**config.mk**
```make
export PLATFORM = sky130hd
export DESIGN_NAME = closest_video_mode_selector
export DESIGN_NICKNAME = d
export VERILOG_FILES = /design/src/rtl/cvms_pkg.sv /design/src/rtl/cvms_front.sv /design/src/rtl/cvms_queue.sv /design/src/rtl/cvms_back.sv /design/src/rtl/closest_video_mode_selector.sv
export SDC_FILE = /design/constraint.sdc
export NUM_CORES = 2
export LEC_CHECK = 0
export ABC_AREA = 1
export ABC_CLOCK_PERIOD_IN_PS = 12990
export BUFFER_PORTS_ARGS = -buffer_cell sky130_fd_sc_hd__buf_2
export CAP_MARGIN = 15
export CORE_UTILIZATION = 50
export CTS_CLUSTER_DIAMETER = 60
export DETAILED_ROUTE_END_ITERATION = 8
export PLACE_DENSITY = 0.66
export SKIP_LAST_GASP = 1
export SLEW_MARGIN = 20
export SYNTH_ARGS = -nofsm -noshare
export SYNTH_HDL_FRONTEND = slang
export SYNTH_SLANG_ARGS = --single-unit
```
**constraint.sdc**
```tcl
create_clock -name i_clk -period 12.99 [get_ports i_clk]
set_input_delay 3.897 -clock i_clk [delete_from_list [all_inputs] [get_ports i_clk]]
set_output_delay 3.897 -clock i_clk [all_outputs]
set_load 0.01 [all_outputs]
```
**src/rtl/cvms_pkg.sv**
```systemverilog
// ----------------------------------------------------------------------------
// cvms_pkg: shared types and constants of the closest video mode selector
// Field widths, configuration register indexes and the record that the
// front part hands to the back part through the candidate queue.
// ----------------------------------------------------------------------------
`default_nettype none

package cvms_pkg;

    // Default for the MAX_MODES parameter of the top level.
    localparam int MAX_MODES_DEF = 256;

    // Field widths.
    localparam int POS_W      = 8;
    localparam int DIM_W      = 14;
    localparam int BITS_W     = 5;
    localparam int DBITS_W    = 6;
    localparam int RATE_W     = 20;
    localparam int DRATE_W    = 21;
    localparam int COLOR_W    = 6;
    localparam int SIZE_W     = 30;
    localparam int RCOST_W    = 21;
    localparam int CFG_IDX_W  = 3;
    localparam int CFG_DATA_W = 21;

    // Candidate queue between the front and the back part.
    localparam int QUEUE_DEPTH = 4;
    localparam int QCNT_W      = $clog2(QUEUE_DEPTH + 1);

    // Configuration register indexes.
    typedef enum logic [CFG_IDX_W-1:0] {
        CFG_DESIRED_WIDTH  = 3'd0,
        CFG_DESIRED_HEIGHT = 3'd1,
        CFG_DESIRED_RED    = 3'd2,
        CFG_DESIRED_GREEN  = 3'd3,
        CFG_DESIRED_BLUE   = 3'd4,
        CFG_DESIRED_RATE   = 3'd5
    } t_cfg_index;

    // Desired mode as held in the configuration registers.
    typedef struct packed {
        logic        [DIM_W-1:0]   width;
        logic        [DIM_W-1:0]   height;
        logic signed [DBITS_W-1:0] red;
        logic signed [DBITS_W-1:0] green;
        logic signed [DBITS_W-1:0] blue;
        logic signed [DRATE_W-1:0] rate;
    } t_cfg;

    // One classified candidate: its three cost keys and what the result needs.
    typedef struct packed {
        logic [COLOR_W-1:0] color;
        logic [SIZE_W-1:0]  size;
        logic [RCOST_W-1:0] rcost;
        logic [POS_W-1:0]   pos;
        logic [DIM_W-1:0]   width;
        logic [DIM_W-1:0]   height;
        logic [RATE_W-1:0]  rate;
        logic               last;
    } t_cand;

endpackage

`default_nettype wire

```
**src/rtl/cvms_front.sv**
```systemverilog
// ----------------------------------------------------------------------------
// cvms_front: mode intake and cost computation
// Accepts one mode word per cycle while the queue has room, numbers it
// within its list and works out its colour, size and rate costs over two stages before queueing it.
// ----------------------------------------------------------------------------
`default_nettype none

module cvms_front #(
    parameter int MAX_MODES = cvms_pkg::MAX_MODES_DEF
) (
    input  wire                             i_clk,
    input  wire                             i_rst_n,
    input  cvms_pkg::t_cfg                  i_cfg,
    input  wire                             i_mode_valid,
    output logic                            o_mode_ready,
    input  wire  [cvms_pkg::DIM_W-1:0]      i_mode_width,
    input  wire  [cvms_pkg::DIM_W-1:0]      i_mode_height,
    input  wire  [cvms_pkg::BITS_W-1:0]     i_mode_red_bits,
    input  wire  [cvms_pkg::BITS_W-1:0]     i_mode_green_bits,
    input  wire  [cvms_pkg::BITS_W-1:0]     i_mode_blue_bits,
    input  wire  [cvms_pkg::RATE_W-1:0]     i_mode_rate_mhz,
    input  wire                             i_last_mode,
    input  wire  [cvms_pkg::QCNT_W-1:0]     i_q_count,
    output logic                            o_push,
    output cvms_pkg::t_cand                 o_push_data
);

    localparam int POS_W   = cvms_pkg::POS_W;
    localparam int DIM_W   = cvms_pkg::DIM_W;
    localparam int COLOR_W = cvms_pkg::COLOR_W;
    localparam int RCOST_W = cvms_pkg::RCOST_W;
    localparam int DRATE_W = cvms_pkg::DRATE_W;
    localparam int RATE_W  = cvms_pkg::RATE_W;
    localparam int SIZE_W  = cvms_pkg::SIZE_W;
    localparam int SQ_W    = 2 * DIM_W;
    localparam int POS_MAX = (1 << POS_W) - 1;
    localparam int POS_LIM_INT = (MAX_MODES - 1 > POS_MAX) ? POS_MAX : MAX_MODES - 1;
    localparam logic [POS_W-1:0] POS_LIMIT = POS_W'(POS_LIM_INT);
    localparam int COLOR_MAX = (1 << COLOR_W) - 1;

    // Cost of one colour channel; a desired value of all ones is don't care.
    function automatic logic [COLOR_W-1:0] chan_cost(
        input logic        [cvms_pkg::BITS_W-1:0]  have,
        input logic signed [cvms_pkg::DBITS_W-1:0] want
    );
        logic signed [cvms_pkg::DBITS_W:0] diff;
        diff = $signed({2'b00, have}) - $signed({want[cvms_pkg::DBITS_W-1], want});
        if (want == '1) begin
            chan_cost = '0;
        end else if (diff < 0) begin
            chan_cost = COLOR_W'(-diff);
        end else begin
            chan_cost = COLOR_W'(diff);
        end
    endfunction

    logic                    accept;
    logic [POS_W-1:0]        r_pos;
    logic [POS_W-1:0]        n_pos;

    logic [COLOR_W+1:0]      color_sum;
    logic [COLOR_W-1:0]      color_sat;
    logic signed [DIM_W:0]   dw_s;
    logic signed [DIM_W:0]   dh_s;
    logic signed [DRATE_W:0] dr_s;
    logic [RCOST_W-1:0]      rcost;

    // Stage one: costs that need no multiplication, plus the raw fields.
    logic                    r_s1_valid;
    logic [COLOR_W-1:0]      r_s1_color;
    logic [DIM_W-1:0]        r_s1_dw;
    logic [DIM_W-1:0]        r_s1_dh;
    logic [RCOST_W-1:0]      r_s1_rcost;
    logic [POS_W-1:0]        r_s1_pos;
    logic [DIM_W-1:0]        r_s1_width;
    logic [DIM_W-1:0]        r_s1_height;
    logic [RATE_W-1:0]       r_s1_rate;
    logic                    r_s1_last;

    // Stage two: the two squares.
    logic                    r_s2_valid;
    logic [COLOR_W-1:0]      r_s2_color;
    logic [SQ_W-1:0]         r_s2_sqw;
    logic [SQ_W-1:0]         r_s2_sqh;
    logic [RCOST_W-1:0]      r_s2_rcost;
    logic [POS_W-1:0]        r_s2_pos;
    logic [DIM_W-1:0]        r_s2_width;
    logic [DIM_W-1:0]        r_s2_height;
    logic [RATE_W-1:0]       r_s2_rate;
    logic                    r_s2_last;

    logic [cvms_pkg::QCNT_W+1:0] inflight;

    // Credit check: every word in the stages already owns a queue slot.
    assign inflight = (cvms_pkg::QCNT_W+2)'(i_q_count)
                    + (cvms_pkg::QCNT_W+2)'(r_s1_valid)
                    + (cvms_pkg::QCNT_W+2)'(r_s2_valid);
    assign o_mode_ready = (inflight < (cvms_pkg::QCNT_W+2)'(cvms_pkg::QUEUE_DEPTH));
    assign accept = i_mode_valid && o_mode_ready;

    always_comb begin
        color_sum = (COLOR_W+2)'(chan_cost(i_mode_red_bits, i_cfg.red))
                  + (COLOR_W+2)'(chan_cost(i_mode_green_bits, i_cfg.green))
                  + (COLOR_W+2)'(chan_cost(i_mode_blue_bits, i_cfg.blue));
        color_sat = (color_sum > (COLOR_W+2)'(COLOR_MAX)) ? COLOR_W'(COLOR_MAX)
                                                          : color_sum[COLOR_W-1:0];

        dw_s = $signed({1'b0, i_mode_width}) - $signed({1'b0, i_cfg.width});
        dh_s = $signed({1'b0, i_mode_height}) - $signed({1'b0, i_cfg.height});

        dr_s = $signed({2'b00, i_mode_rate_mhz}) - $signed({i_cfg.rate[DRATE_W-1], i_cfg.rate});
        if (i_cfg.rate == '1) begin
            rcost = {1'b0, ~i_mode_rate_mhz};
        end else if (dr_s < 0) begin
            rcost = RCOST_W'(-dr_s);
        end else begin
            rcost = RCOST_W'(dr_s);
        end

        if (i_last_mode) begin
            n_pos = '0;
        end else if (r_pos < POS_LIMIT) begin
            n_pos = r_pos + POS_W'(1);
        end else begin
            n_pos = r_pos;
        end
    end

    always_ff @(posedge i_clk) begin
        if (!i_rst_n) begin
            r_pos      <= '0;
            r_s1_valid <= 1'b0;
            r_s2_valid <= 1'b0;
        end else begin
            if (accept) begin
                r_pos <= n_pos;
            end
            r_s1_valid <= accept;
            r_s2_valid <= r_s1_valid;
        end
    end

    always_ff @(posedge i_clk) begin
        if (accept) begin
            r_s1_color  <= color_sat;
            r_s1_dw     <= (dw_s < 0) ? DIM_W'(-dw_s) : DIM_W'(dw_s);
            r_s1_dh     <= (dh_s < 0) ? DIM_W'(-dh_s) : DIM_W'(dh_s);
            r_s1_rcost  <= rcost;
            r_s1_pos    <= r_pos;
            r_s1_width  <= i_mode_width;
            r_s1_height <= i_mode_height;
            r_s1_rate   <= i_mode_rate_mhz;
            r_s1_last   <= i_last_mode;
        end
        if (r_s1_valid) begin
            r_s2_color  <= r_s1_color;
            r_s2_sqw    <= r_s1_dw * r_s1_dw;
            r_s2_sqh    <= r_s1_dh * r_s1_dh;
            r_s2_rcost  <= r_s1_rcost;
            r_s2_pos    <= r_s1_pos;
            r_s2_width  <= r_s1_width;
            r_s2_height <= r_s1_height;
            r_s2_rate   <= r_s1_rate;
            r_s2_last   <= r_s1_last;
        end
    end

    always_comb begin
        o_push             = r_s2_valid;
        o_push_data.color  = r_s2_color;
        o_push_data.size   = SIZE_W'(r_s2_sqw) + SIZE_W'(r_s2_sqh);
        o_push_data.rcost  = r_s2_rcost;
        o_push_data.pos    = r_s2_pos;
        o_push_data.width  = r_s2_width;
        o_push_data.height = r_s2_height;
        o_push_data.rate   = r_s2_rate;
        o_push_data.last   = r_s2_last;
    end

endmodule

`default_nettype wire

```
**src/rtl/cvms_queue.sv**
```systemverilog
// ----------------------------------------------------------------------------
// cvms_queue: candidate queue
// Small first-in first-out store of classified candidates between the front
// and the back part.
// ----------------------------------------------------------------------------
`default_nettype none

module cvms_queue (
    input  wire                          i_clk,
    input  wire                          i_rst_n,
    input  wire                          i_push,
    input  cvms_pkg::t_cand              i_push_data,
    input  wire                          i_pop,
    output logic                         o_nonempty,
    output cvms_pkg::t_cand              o_head,
    output logic [cvms_pkg::QCNT_W-1:0]  o_count
);

    localparam int DEPTH = cvms_pkg::QUEUE_DEPTH;
    localparam int AW    = (DEPTH > 1) ? $clog2(DEPTH) : 1;
    localparam int CW    = cvms_pkg::QCNT_W;

    cvms_pkg::t_cand r_mem [DEPTH];
    logic [AW-1:0]   r_wr_ptr;
    logic [AW-1:0]   r_rd_ptr;
    logic [CW-1:0]   r_count;
    logic [AW-1:0]   n_wr_ptr;
    logic [AW-1:0]   n_rd_ptr;
    logic            do_pop;

    assign do_pop     = i_pop && (r_count != '0);
    assign o_nonempty = (r_count != '0);
    assign o_head     = r_mem[r_rd_ptr];
    assign o_count    = r_count;

    assign n_wr_ptr = (r_wr_ptr == AW'(DEPTH - 1)) ? '0 : r_wr_ptr + AW'(1);
    assign n_rd_ptr = (r_rd_ptr == AW'(DEPTH - 1)) ? '0 : r_rd_ptr + AW'(1);

    always_ff @(posedge i_clk) begin
        if (!i_rst_n) begin
            r_wr_ptr <= '0;
            r_rd_ptr <= '0;
            r_count  <= '0;
        end else begin
            if (i_push) begin
                r_wr_ptr <= n_wr_ptr;
            end
            if (do_pop) begin
                r_rd_ptr <= n_rd_ptr;
            end
            if (i_push && !do_pop) begin
                r_count <= r_count + CW'(1);
            end else if (!i_push && do_pop) begin
                r_count <= r_count - CW'(1);
            end
        end
    end

    always_ff @(posedge i_clk) begin
        if (i_push) begin
            r_mem[r_wr_ptr] <= i_push_data;
        end
    end

endmodule

`default_nettype wire

```
**src/rtl/cvms_back.sv**
```systemverilog
// ----------------------------------------------------------------------------
// cvms_back: running-best compare and result register
// Compares each queued candidate with the running best by colour, size and
// rate cost, and emits the winner when the last mode of a list comes through.
// ----------------------------------------------------------------------------
`default_nettype none

module cvms_back (
    input  wire                             i_clk,
    input  wire                             i_rst_n,
    input  wire                             i_head_valid,
    input  cvms_pkg::t_cand                 i_head,
    output logic                            o_pop,
    output logic                            o_best_valid,
    input  wire                             i_best_ready,
    output logic [cvms_pkg::POS_W-1:0]      o_best_index,
    output logic [cvms_pkg::DIM_W-1:0]      o_best_width,
    output logic [cvms_pkg::DIM_W-1:0]      o_best_height,
    output logic [cvms_pkg::RATE_W-1:0]     o_best_rate_mhz
);

    logic                                r_have;
    logic [cvms_pkg::COLOR_W-1:0]        r_color;
    logic [cvms_pkg::SIZE_W-1:0]         r_size;
    logic [cvms_pkg::RCOST_W-1:0]        r_rcost;
    logic [cvms_pkg::POS_W-1:0]          r_pos;
    logic [cvms_pkg::DIM_W-1:0]          r_width;
    logic [cvms_pkg::DIM_W-1:0]          r_height;
    logic [cvms_pkg::RATE_W-1:0]         r_rate;

    logic                                r_out_valid;
    logic [cvms_pkg::POS_W-1:0]          r_out_index;
    logic [cvms_pkg::DIM_W-1:0]          r_out_width;
    logic [cvms_pkg::DIM_W-1:0]          r_out_height;
    logic [cvms_pkg::RATE_W-1:0]         r_out_rate;

    logic                                take;
    logic                                out_free;

    // Strictly better only, so ties keep the earlier mode.
    assign take = !r_have
               || (i_head.color < r_color)
               || ((i_head.color == r_color) && (i_head.size < r_size))
               || ((i_head.color == r_color) && (i_head.size == r_size)
                   && (i_head.rcost < r_rcost));

    assign out_free = !r_out_valid || i_best_ready;
    assign o_pop    = i_head_valid && (!i_head.last || out_free);

    always_ff @(posedge i_clk) begin
        if (!i_rst_n) begin
            r_have      <= 1'b0;
            r_out_valid <= 1'b0;
        end else begin
            if (o_pop) begin
                r_have <= !i_head.last;
            end
            if (o_pop && i_head.last) begin
                r_out_valid <= 1'b1;
            end else if (i_best_ready) begin
                r_out_valid <= 1'b0;
            end
        end
    end

    always_ff @(posedge i_clk) begin
        if (o_pop && take) begin
            r_color  <= i_head.color;
            r_size   <= i_head.size;
            r_rcost  <= i_head.rcost;
            r_pos    <= i_head.pos;
            r_width  <= i_head.width;
            r_height <= i_head.height;
            r_rate   <= i_head.rate;
        end
        if (o_pop && i_head.last) begin
            r_out_index  <= take ? i_head.pos    : r_pos;
            r_out_width  <= take ? i_head.width  : r_width;
            r_out_height <= take ? i_head.height : r_height;
            r_out_rate   <= take ? i_head.rate   : r_rate;
        end
    end

    assign o_best_valid    = r_out_valid;
    assign o_best_index    = r_out_index;
    assign o_best_width    = r_out_width;
    assign o_best_height   = r_out_height;
    assign o_best_rate_mhz = r_out_rate;

endmodule

`default_nettype wire

```
**src/rtl/closest_video_mode_selector.sv**
```systemverilog
// ----------------------------------------------------------------------------
// closest_video_mode_selector: picks the display mode closest to a target
// Streams a list of modes and returns the position, size and refresh rate of
// the one that best matches the configured target mode.
// ----------------------------------------------------------------------------
// The block takes one mode word per clock and, on the word flagged as the
// last of its list, returns one result word naming the closest mode. Modes
// are ranked first by the summed colour-depth mismatch (a target depth of -1
// ignores that channel, and the sum saturates at 63), then by the squared
// distance in width and height, then by the refresh mismatch in millihertz,
// where a target rate of -1 ranks the fastest mode best. Only a strictly
// better mode replaces the running best, so ties go to the earlier mode.
// Positions count from zero and stop at MAX_MODES-1 or 255, whichever is
// smaller. Throughput is one mode per cycle while input ready is high; a
// mode word passes the two cost stages, a four-entry queue and the compare
// stage before the result register takes the winner of its list. Input
// ready follows the free slots of the queue: it drops only when the result
// register stays full and the queue fills behind it. The target registers
// must be written only while the block is idle.
// ----------------------------------------------------------------------------
`default_nettype none

module closest_video_mode_selector #(
    parameter int MAX_MODES = cvms_pkg::MAX_MODES_DEF
) (
    input  wire                                i_clk,
    input  wire                                i_rst_n,
    // Configuration write port.
    input  wire                                i_cfg_we,
    input  wire  [cvms_pkg::CFG_IDX_W-1:0]     i_cfg_index,
    input  wire  [cvms_pkg::CFG_DATA_W-1:0]    i_cfg_data,
    // Mode words in.
    input  wire                                i_mode_valid,
    output logic                               o_mode_ready,
    input  wire  [cvms_pkg::DIM_W-1:0]         i_mode_width,
    input  wire  [cvms_pkg::DIM_W-1:0]         i_mode_height,
    input  wire  [cvms_pkg::BITS_W-1:0]        i_mode_red_bits,
    input  wire  [cvms_pkg::BITS_W-1:0]        i_mode_green_bits,
    input  wire  [cvms_pkg::BITS_W-1:0]        i_mode_blue_bits,
    input  wire  [cvms_pkg::RATE_W-1:0]        i_mode_rate_mhz,
    input  wire                                i_last_mode,
    // Result words out.
    output logic                               o_best_valid,
    input  wire                                i_best_ready,
    output logic [cvms_pkg::POS_W-1:0]         o_best_index,
    output logic [cvms_pkg::DIM_W-1:0]         o_best_width,
    output logic [cvms_pkg::DIM_W-1:0]         o_best_height,
    output logic [cvms_pkg::RATE_W-1:0]        o_best_rate_mhz
);

    // Target mode registers. The signed ones come out of reset as -1, which
    // is the don't-care / prefer-highest setting.
    cvms_pkg::t_cfg r_cfg;

    always_ff @(posedge i_clk) begin
        if (!i_rst_n) begin
            r_cfg.width  <= '0;
            r_cfg.height <= '0;
            r_cfg.red    <= '1;
            r_cfg.green  <= '1;
            r_cfg.blue   <= '1;
            r_cfg.rate   <= '1;
        end else if (i_cfg_we) begin
            case (i_cfg_index)
                cvms_pkg::CFG_DESIRED_WIDTH: begin
                    r_cfg.width <= i_cfg_data[cvms_pkg::DIM_W-1:0];
                end
                cvms_pkg::CFG_DESIRED_HEIGHT: begin
                    r_cfg.height <= i_cfg_data[cvms_pkg::DIM_W-1:0];
                end
                cvms_pkg::CFG_DESIRED_RED: begin
                    r_cfg.red <= i_cfg_data[cvms_pkg::DBITS_W-1:0];
                end
                cvms_pkg::CFG_DESIRED_GREEN: begin
                    r_cfg.green <= i_cfg_data[cvms_pkg::DBITS_W-1:0];
                end
                cvms_pkg::CFG_DESIRED_BLUE: begin
                    r_cfg.blue <= i_cfg_data[cvms_pkg::DBITS_W-1:0];
                end
                cvms_pkg::CFG_DESIRED_RATE: begin
                    r_cfg.rate <= i_cfg_data[cvms_pkg::DRATE_W-1:0];
                end
                default: begin
                    // Indexes past the register list are ignored.
                end
            endcase
        end
    end

    logic                          push;
    cvms_pkg::t_cand               push_data;
    logic                          pop;
    logic                          head_valid;
    cvms_pkg::t_cand               head;
    logic [cvms_pkg::QCNT_W-1:0]   q_count;

    // Front part: numbering and the three cost keys.
    cvms_front #(
        .MAX_MODES (MAX_MODES)
    ) u_front (
        .i_clk             (i_clk),
        .i_rst_n           (i_rst_n),
        .i_cfg             (r_cfg),
        .i_mode_valid      (i_mode_valid),
        .o_mode_ready      (o_mode_ready),
        .i_mode_width      (i_mode_width),
        .i_mode_height     (i_mode_height),
        .i_mode_red_bits   (i_mode_red_bits),
        .i_mode_green_bits (i_mode_green_bits),
        .i_mode_blue_bits  (i_mode_blue_bits),
        .i_mode_rate_mhz   (i_mode_rate_mhz),
        .i_last_mode       (i_last_mode),
        .i_q_count         (q_count),
        .o_push            (push),
        .o_push_data       (push_data)
    );

    // Queue that lets the back part stall on a full result register while
    // the front keeps working.
    cvms_queue u_queue (
        .i_clk       (i_clk),
        .i_rst_n     (i_rst_n),
        .i_push      (push),
        .i_push_data (push_data),
        .i_pop       (pop),
        .o_nonempty  (head_valid),
        .o_head      (head),
        .o_count     (q_count)
    );

    // Back part: running best and the result register.
    cvms_back u_back (
        .i_clk           (i_clk),
        .i_rst_n         (i_rst_n),
        .i_head_valid    (head_valid),
        .i_head          (head),
        .o_pop           (pop),
        .o_best_valid    (o_best_valid),
        .i_best_ready    (i_best_ready),
        .o_best_index    (o_best_index),
        .o_best_width    (o_best_width),
        .o_best_height   (o_best_height),
        .o_best_rate_mhz (o_best_rate_mhz)
    );

endmodule

`default_nettype wire

```
Word level (Yosys, flattened, before mapping)
Memories as Yosys holds them, arrays and structs flattened. A register that Yosys moved wholly into a read port is not among the register bits. Index checks and enable logic that the tools add are counted.

RAM bits: 452. Input bits: 93. Register bits after elaboration: 507. Word-level logic and storage cells: 153. Memories kept: 1. Output and inout port bits: 58.

Reductions and logical operators: 32. $mul: 2. Muxes and demuxes: 26. Add/sub/neg operators: 22. Equal/unequal tests: 13. Order comparisons: 12. Bitwise gates (word level): 1.

Memory list: u_queue.r_mem (depth 4, width 113, read ports 1, clocked after memory_dff 1, wr ports 1, RTL line cvms_queue.sv:23) `cvms_pkg::t_cand r_mem [DEPTH];`.

Operators with widths (number): multiplier 14 x 14 -> 28 bit (2); 2-to-1 mux 14 bit (4); 2-to-1 mux 20 bit (2); 2-to-1 mux 6 bit (6); equality test 30 bit (1); less-than comparator 15 x 1 -> 1 bit, second input constant (2); less-than comparator 30 bit (1); subtractor 14 x 14 -> 15 bit (2); adder 28 x 28 -> 29 bit (1); negator 14 bit (2); 2-to-1 mux 8 bit (3); less-than comparator 22 x 1 -> 1 bit, second input constant (1); subtractor 21 x 21 -> 22 bit (1); equality test 21 bit, second input constant (1); less-than comparator 21 bit (1); less-than comparator 7 x 1 -> 1 bit, second input constant (3); 2-to-1 mux 21 bit (1); negator 21 bit (1); subtractor 6 x 6 -> 7 bit (3); inverter 20 bit (1); equality test 6 bit, second input constant (3); negator 6 bit (3); AND reduction 2 bit (7); logical AND 1 bit (10); 25 further kinds (46).

Depth between registers and ports, before layout
Depth in word-level cells: 8. Gate-level depth with buffers: 30. Depth with buffers taken out: 30.

Hierarchy
A second synthesis with hierarchy kept.

Cells, all modules: 5213. Area, all modules: 54121.9 sq um.

By module, submodules not included: cvms_front (area an instance 26406.6 sq um, cells an instance 3032, times used 1, sequential area each 7707.4 sq um); cvms_queue (area an instance 17459.2 sq um, cells an instance 1165, times used 1, sequential area each 13873.3 sq um); cvms_back (area an instance 7736.2 sq um, cells an instance 665, times used 1, sequential area each 5114.9 sq um); closest_video_mode_selector (area an instance 2519.9 sq um, cells an instance 351, times used 1, sequential area each 1341.3 sq um).

Worst setup path after synthesis
OpenSTA, ideal clock, no wires.

Kind: reg2out. From: reg u_front.r_s1_valid. To: out o_mode_ready. Path slack: 4.703 ns. Buffers on the path: 0. Data required time: 9.093 ns. Arrival time: 4.390 ns. Stages on the path, launching flop included: 7. Cell sequence: dfxtp_1 ha_1 ha_1 nand2_1 a21oi_1 o21ai_0 inv_1.

Longest elaborated chain between the ends: 3.

Ends and longest elaborated chain: from (decl) (RTL line cvms_front.sv:69) `logic r_s1_valid;`; from (signal assigned) (RTL line cvms_front.sv:138) `r_s1_valid <= accept;`; adder 3 x 1 -> 4 bit (RTL line cvms_front.sv:96) `+ (cvms_pkg::QCNT_W+2)'(r_s1_valid)`; adder 5 x 1 -> 5 bit (RTL line cvms_front.sv:97) `+ (cvms_pkg::QCNT_W+2)'(r_s2_valid);`; less-than comparator 5 x 3 -> 1 bit (RTL line cvms_front.sv:98) `assign o_mode_ready = (inflight < (cvms_pkg::QCNT_W+2)'(cvms_pkg::QUEUE_DEPTH));`; to (decl) (RTL line closest_video_mode_selector.sv:34) `output logic o_mode_ready,`.

No other way between the ends.

Worst setup path after layout
From: in i_mode_red_bits[0] (netlist name). To: reg u_front.r_s1_color[2] (data pin).

Longest elaborated chain between the ends: 7. Elaborated cells on any way between the ends: 8. Those cells by class: add/sub (4); order compare (2); mux (2).

Ends and longest elaborated chain: from (decl) (RTL line closest_video_mode_selector.sv:37) `input wire [cvms_pkg::BITS_W-1:0] i_mode_red_bits,`; subtractor 6 x 6 -> 7 bit (*) (RTL line cvms_front.sv:47) `diff = $signed({2'b00, have}) - $signed({want[cvms_pkg::DBITS_W-1], want});`; negator 6 bit or less-than comparator 7 x 1 -> 1 bit (tied branches) (RTL line cvms_front.sv:51, cvms_front.sv:50); 2-to-1 mux 6 bit (*) (RTL line cvms_front.sv:50) `end else if (diff < 0) begin`; 2-to-1 mux 6 bit (*) (RTL line cvms_front.sv:48) `if (want == '1) begin`; adder 6 x 6 -> 7 bit (*) (RTL line cvms_front.sv:103) `+ (COLOR_W+2)'(chan_cost(i_mode_green_bits, i_cfg.green))`; adder 8 x 6 -> 8 bit (*) (RTL line cvms_front.sv:104) `+ (COLOR_W+2)'(chan_cost(i_mode_blue_bits, i_cfg.blue));`; greater-than comparator 8 x 6 -> 1 bit (RTL line cvms_front.sv:105) `color_sat = (color_sum > (COLOR_W+2)'(COLOR_MAX)) ? COLOR_W'(COLOR_MAX)`; to (signal assigned) (RTL line cvms_front.sv:145) `r_s1_color <= color_sat;`; to (decl) (RTL line cvms_front.sv:70) `logic [COLOR_W-1:0] r_s1_color;`.

Mark *: on every way between the ends. The rest lies on a longest branch, timed or not. A chain may end at the register's enable or synchronous reset.

==> results_dict.tcl <==
set metrics [dict create \
    clk_latency_ns 0.70 \
    ioPinCount 151 \
    syn_inst 4992 \
    clock-sinks 958 \
    synth_ff_type "edfxtp_1" \
    start_util 0.5041 \
    yosysWarnings 0 \
    critPathKind "in -> reg" \
    fp.dieW_um 327.8 \
    fill_cells 8915 \
    reg2reg_depth 20 \
    dr.pass1.iters 5 \
    syn_nets 5679 \
    cts_made_buffers 99 \
    gp_congestion 0.8887 \
    vias 34830 \
    maxCapViolCount 0 \
    fp-row-count 119 \
    drc_errors 0 \
    cts_buffer_depth 3 \
    seq_area_um2 27900 \
    postSynthAreaPerCell_um2 10.63 \
    fin_cells 6600 \
    via_per_inst 5.277 \
    hold_path_class "reg -> reg" \
    grt_pass1_wl_mm 187.1 \
    finalNetCount 5810 \
    totalWireLength_mm 118.3 \
    async_flop_share 0 \
    yosys.area_share.simple 0.1127 \
    multiInputGateArea_um2 21470 \
    arrival_ns 7.96 \
    relSlewSlack 0.2568 \
    crit_path_top_delay_cell "fa_1" \
    required_ns 13.38 \
    die-area_um2 107400 \
    gr-total-overflow 0 \
    seq_area_frac_synth 0.5256 \
    ctsResizeCount 0 \
    synth_compound_area_frac 0.08916 \
    endpoint_kind "register" \
    track_usage 0.2234 \
    drtIter0Drc 2682 \
    final_hold_viol_count 0 \
    pre_cts_ws_ns 4.753 \
    status "complete, no violations" \
    grt_pass1_vias 34220 \
    cts_tree "built" \
    synth-seq-cells 958 \
    port_buffers 150 \
    finClkSkew_ns 0.07112 \
    setup_tns_ns 0 \
    tightest_slew_ns 1.115 \
    critPathLaunchType "input pin" \
    root_buffer "clkbuf_16" \
    synthesis.area_um2 53060 \
    cts-htree-levels 3 \
    final-setup-viol-count 0 \
    fmax_mhz 132.1 \
    path_cells "buf_2, inv_1, ha_1, inv_1, fa_1, a21oi_1, o21bai_1, nand2_1, nand2_1, a211oi_1, fa_1, fa_1, a21oi_1, o21ai_0, a21o_1, a211o_1, a21oi_1, nand2_1" \
    dp.cells 6413 \
    fin_ws_ns 5.419 \
    clkTransAtPathRegs_ns 0.06 \
    crit_fanout 6 \
    cts_setup_buffers 0 \
    fin_crit_sh 0.5828 \
    layout-drive-gt1-share 0.07815 \
    avgRoutedWirePerCell_um 17.93 \
    coreArea_um2 105300 \
    critPathMaxStageDelay_ns 0.57 \
    holdBufCountCts 0 \
    synth_cell_types 60 \
    fin_hold_ws_ns 0.3687 \
    fp.dieH_um 327.8 \
    synth_top_family_by_area "adder cells" \
    synthXorXnorAreaFrac 0.02820 \
    min_period_ns 7.571 \
    grt_max_degree 98 \
    synth_fa_ha_area_frac 0.1739 \
    holdPathStages 0 \
    antenna_found_initial 10 \
    postRouteAntennaNets 0 \
    dp_hpwl_mm 83.57 \
    area_growth_pct 10.41 \
    drv_slew 0 \
    synth_edf_count 870 \
    rsz0062_at_grt "no" \
    muxShareOfSynthArea 0.0004244 \
]
[state kept, by name (all words and copies together), names as in the netlist, 21 cells and up, named ones only]
name	cells
u_front.r_s2_sqh	27
u_queue.r_mem	452
u_front.r_s1_rcost	21
u_front.r_s2_sqw	27
u_back.r_size	29
r_cfg	67
u_back.r_rcost	21
u_front.r_s2_rcost	21
[path summary, 6_finish.rpt]
kind,slack [ns],to,from
worst max register to register,6.29,u_front.r_s2_sqw[24],u_front.r_s1_dw[12]
worst min-delay path,0.37,u_front.r_s2_pos[0],u_front.r_s1_pos[0]
worst max-delay path,5.42,u_front.r_s1_color[2],i_mode_red_bits[0]
worst min register to register,0.37,u_front.r_s2_pos[0],u_front.r_s1_pos[0]
[layer usage]
| layer | vias to the layer above | global-route usage | wire, µm |
|---|---|---|---|
| met5 | - | 0 | 23 |
| met4 | 4 | 0.06268 | 3119 |
| met3 | 178 | 0.03285 | 6966 |
| met2 | 855 | 0.3742 | 56210 |
| met1 | 16750 | 0.3030 | 52030 |
| li1 | 17040 | - | - |
[cell families after synthesis]
| logic type | count (synthesis) |
|---|---|
| AO/OA/AOI/OAI | 852 |
| XOR/XNOR | 170 |
| adder cells (fa/ha/maj) | 594 |
| buffers and inverters | 971 |
| flip-flops | 958 |
| multiplexers | 2 |
| AND/OR/NAND/NOR | 1445 |
[layout make-up]
class	instances	area share
repair buffers	176	0.01615
clock buffers	129	0.04679
well taps	1391	0.02971
inverters	825	0.05322
clock inverters	57	0.01134
diodes	1	0.00004271
flip-flops and latches	958	0.4762
multi-input cells	3063	0.3665
[worst max-delay path: cells and delay by family]
family | cells | cell delay (ns)
compound gates | 8 | 2.00
fa+ha+maj | 4 | 1.55
simple gates | 3 | 0.29
buf+inv | 3 | 0.22
[metrics by stage]
stage / cell area, µm² / utilization
floorplan: 53060 / -
global placement: 55170 / 0.5241
detailed placement: 55170 / 0.5241
CTS: 58580 / 0.5565
global route: 58580 / 0.5565
finish: 58580 / 0.5565
[placed cells by master, fill, tap and decap left out, types with 28 or more instances in the layout]
master     synthesis  layout
o21ai_0          391     391
xor2_1           119     119
nand3_1          126     126
o211ai_1          41      41
xnor2_1           50      50
o22ai_1          110     110
clkbuf_16          0     100
a21oi_1          207     207
nand2_1          763     762
edfxtp_1         870     870
nor3_1            28      28
dfxtp_1           88      85
ha_1             355     355
inv_1            819     811
fa_1             239     239
nor2_1           421     420
buf_2              4     150
[synthesized netlist by cell type (5+ instances only)]
cell type / count / area (µm²)
nor2_1: 421 / 1580
nand2_1: 763 / 2864
nor4_1: 16 / 100.1
a31oi_1: 14 / 87.58
nor2_4: 6 / 67.56
nand4_1: 25 / 156.4
xnor2_1: 50 / 437.9
o21ai_1: 18 / 90.09
a211oi_1: 8 / 60.06
o31ai_1: 5 / 37.54
inv_2: 6 / 22.52
xor2_1: 119 / 1042
buf_4: 8 / 60.06
ha_1: 355 / 4442
inv_1: 819 / 3074
clkbuf_1: 121 / 454.2
o211ai_1: 41 / 307.8
nand2_2: 19 / 118.9
nand3_2: 10 / 100.1
or2_2: 6 / 37.54
a21o_1: 8 / 60.06
dfxtp_1: 88 / 1762
o21bai_1: 21 / 157.7
nand3_1: 126 / 630.6
fa_1: 239 / 4785
nor3_1: 28 / 140.1
buf_1: 8 / 30.03
o22ai_1: 110 / 688.2
a21oi_1: 207 / 1036
edfxtp_1: 870 / 26130
o21ai_0: 391 / 1957
nand3b_1: 7 / 52.55
and2_1: 5 / 31.28
Power is left out: the tool's default activity adds up to more than one toggle a clock period on the data nets, which glitch-free logic cannot reach.
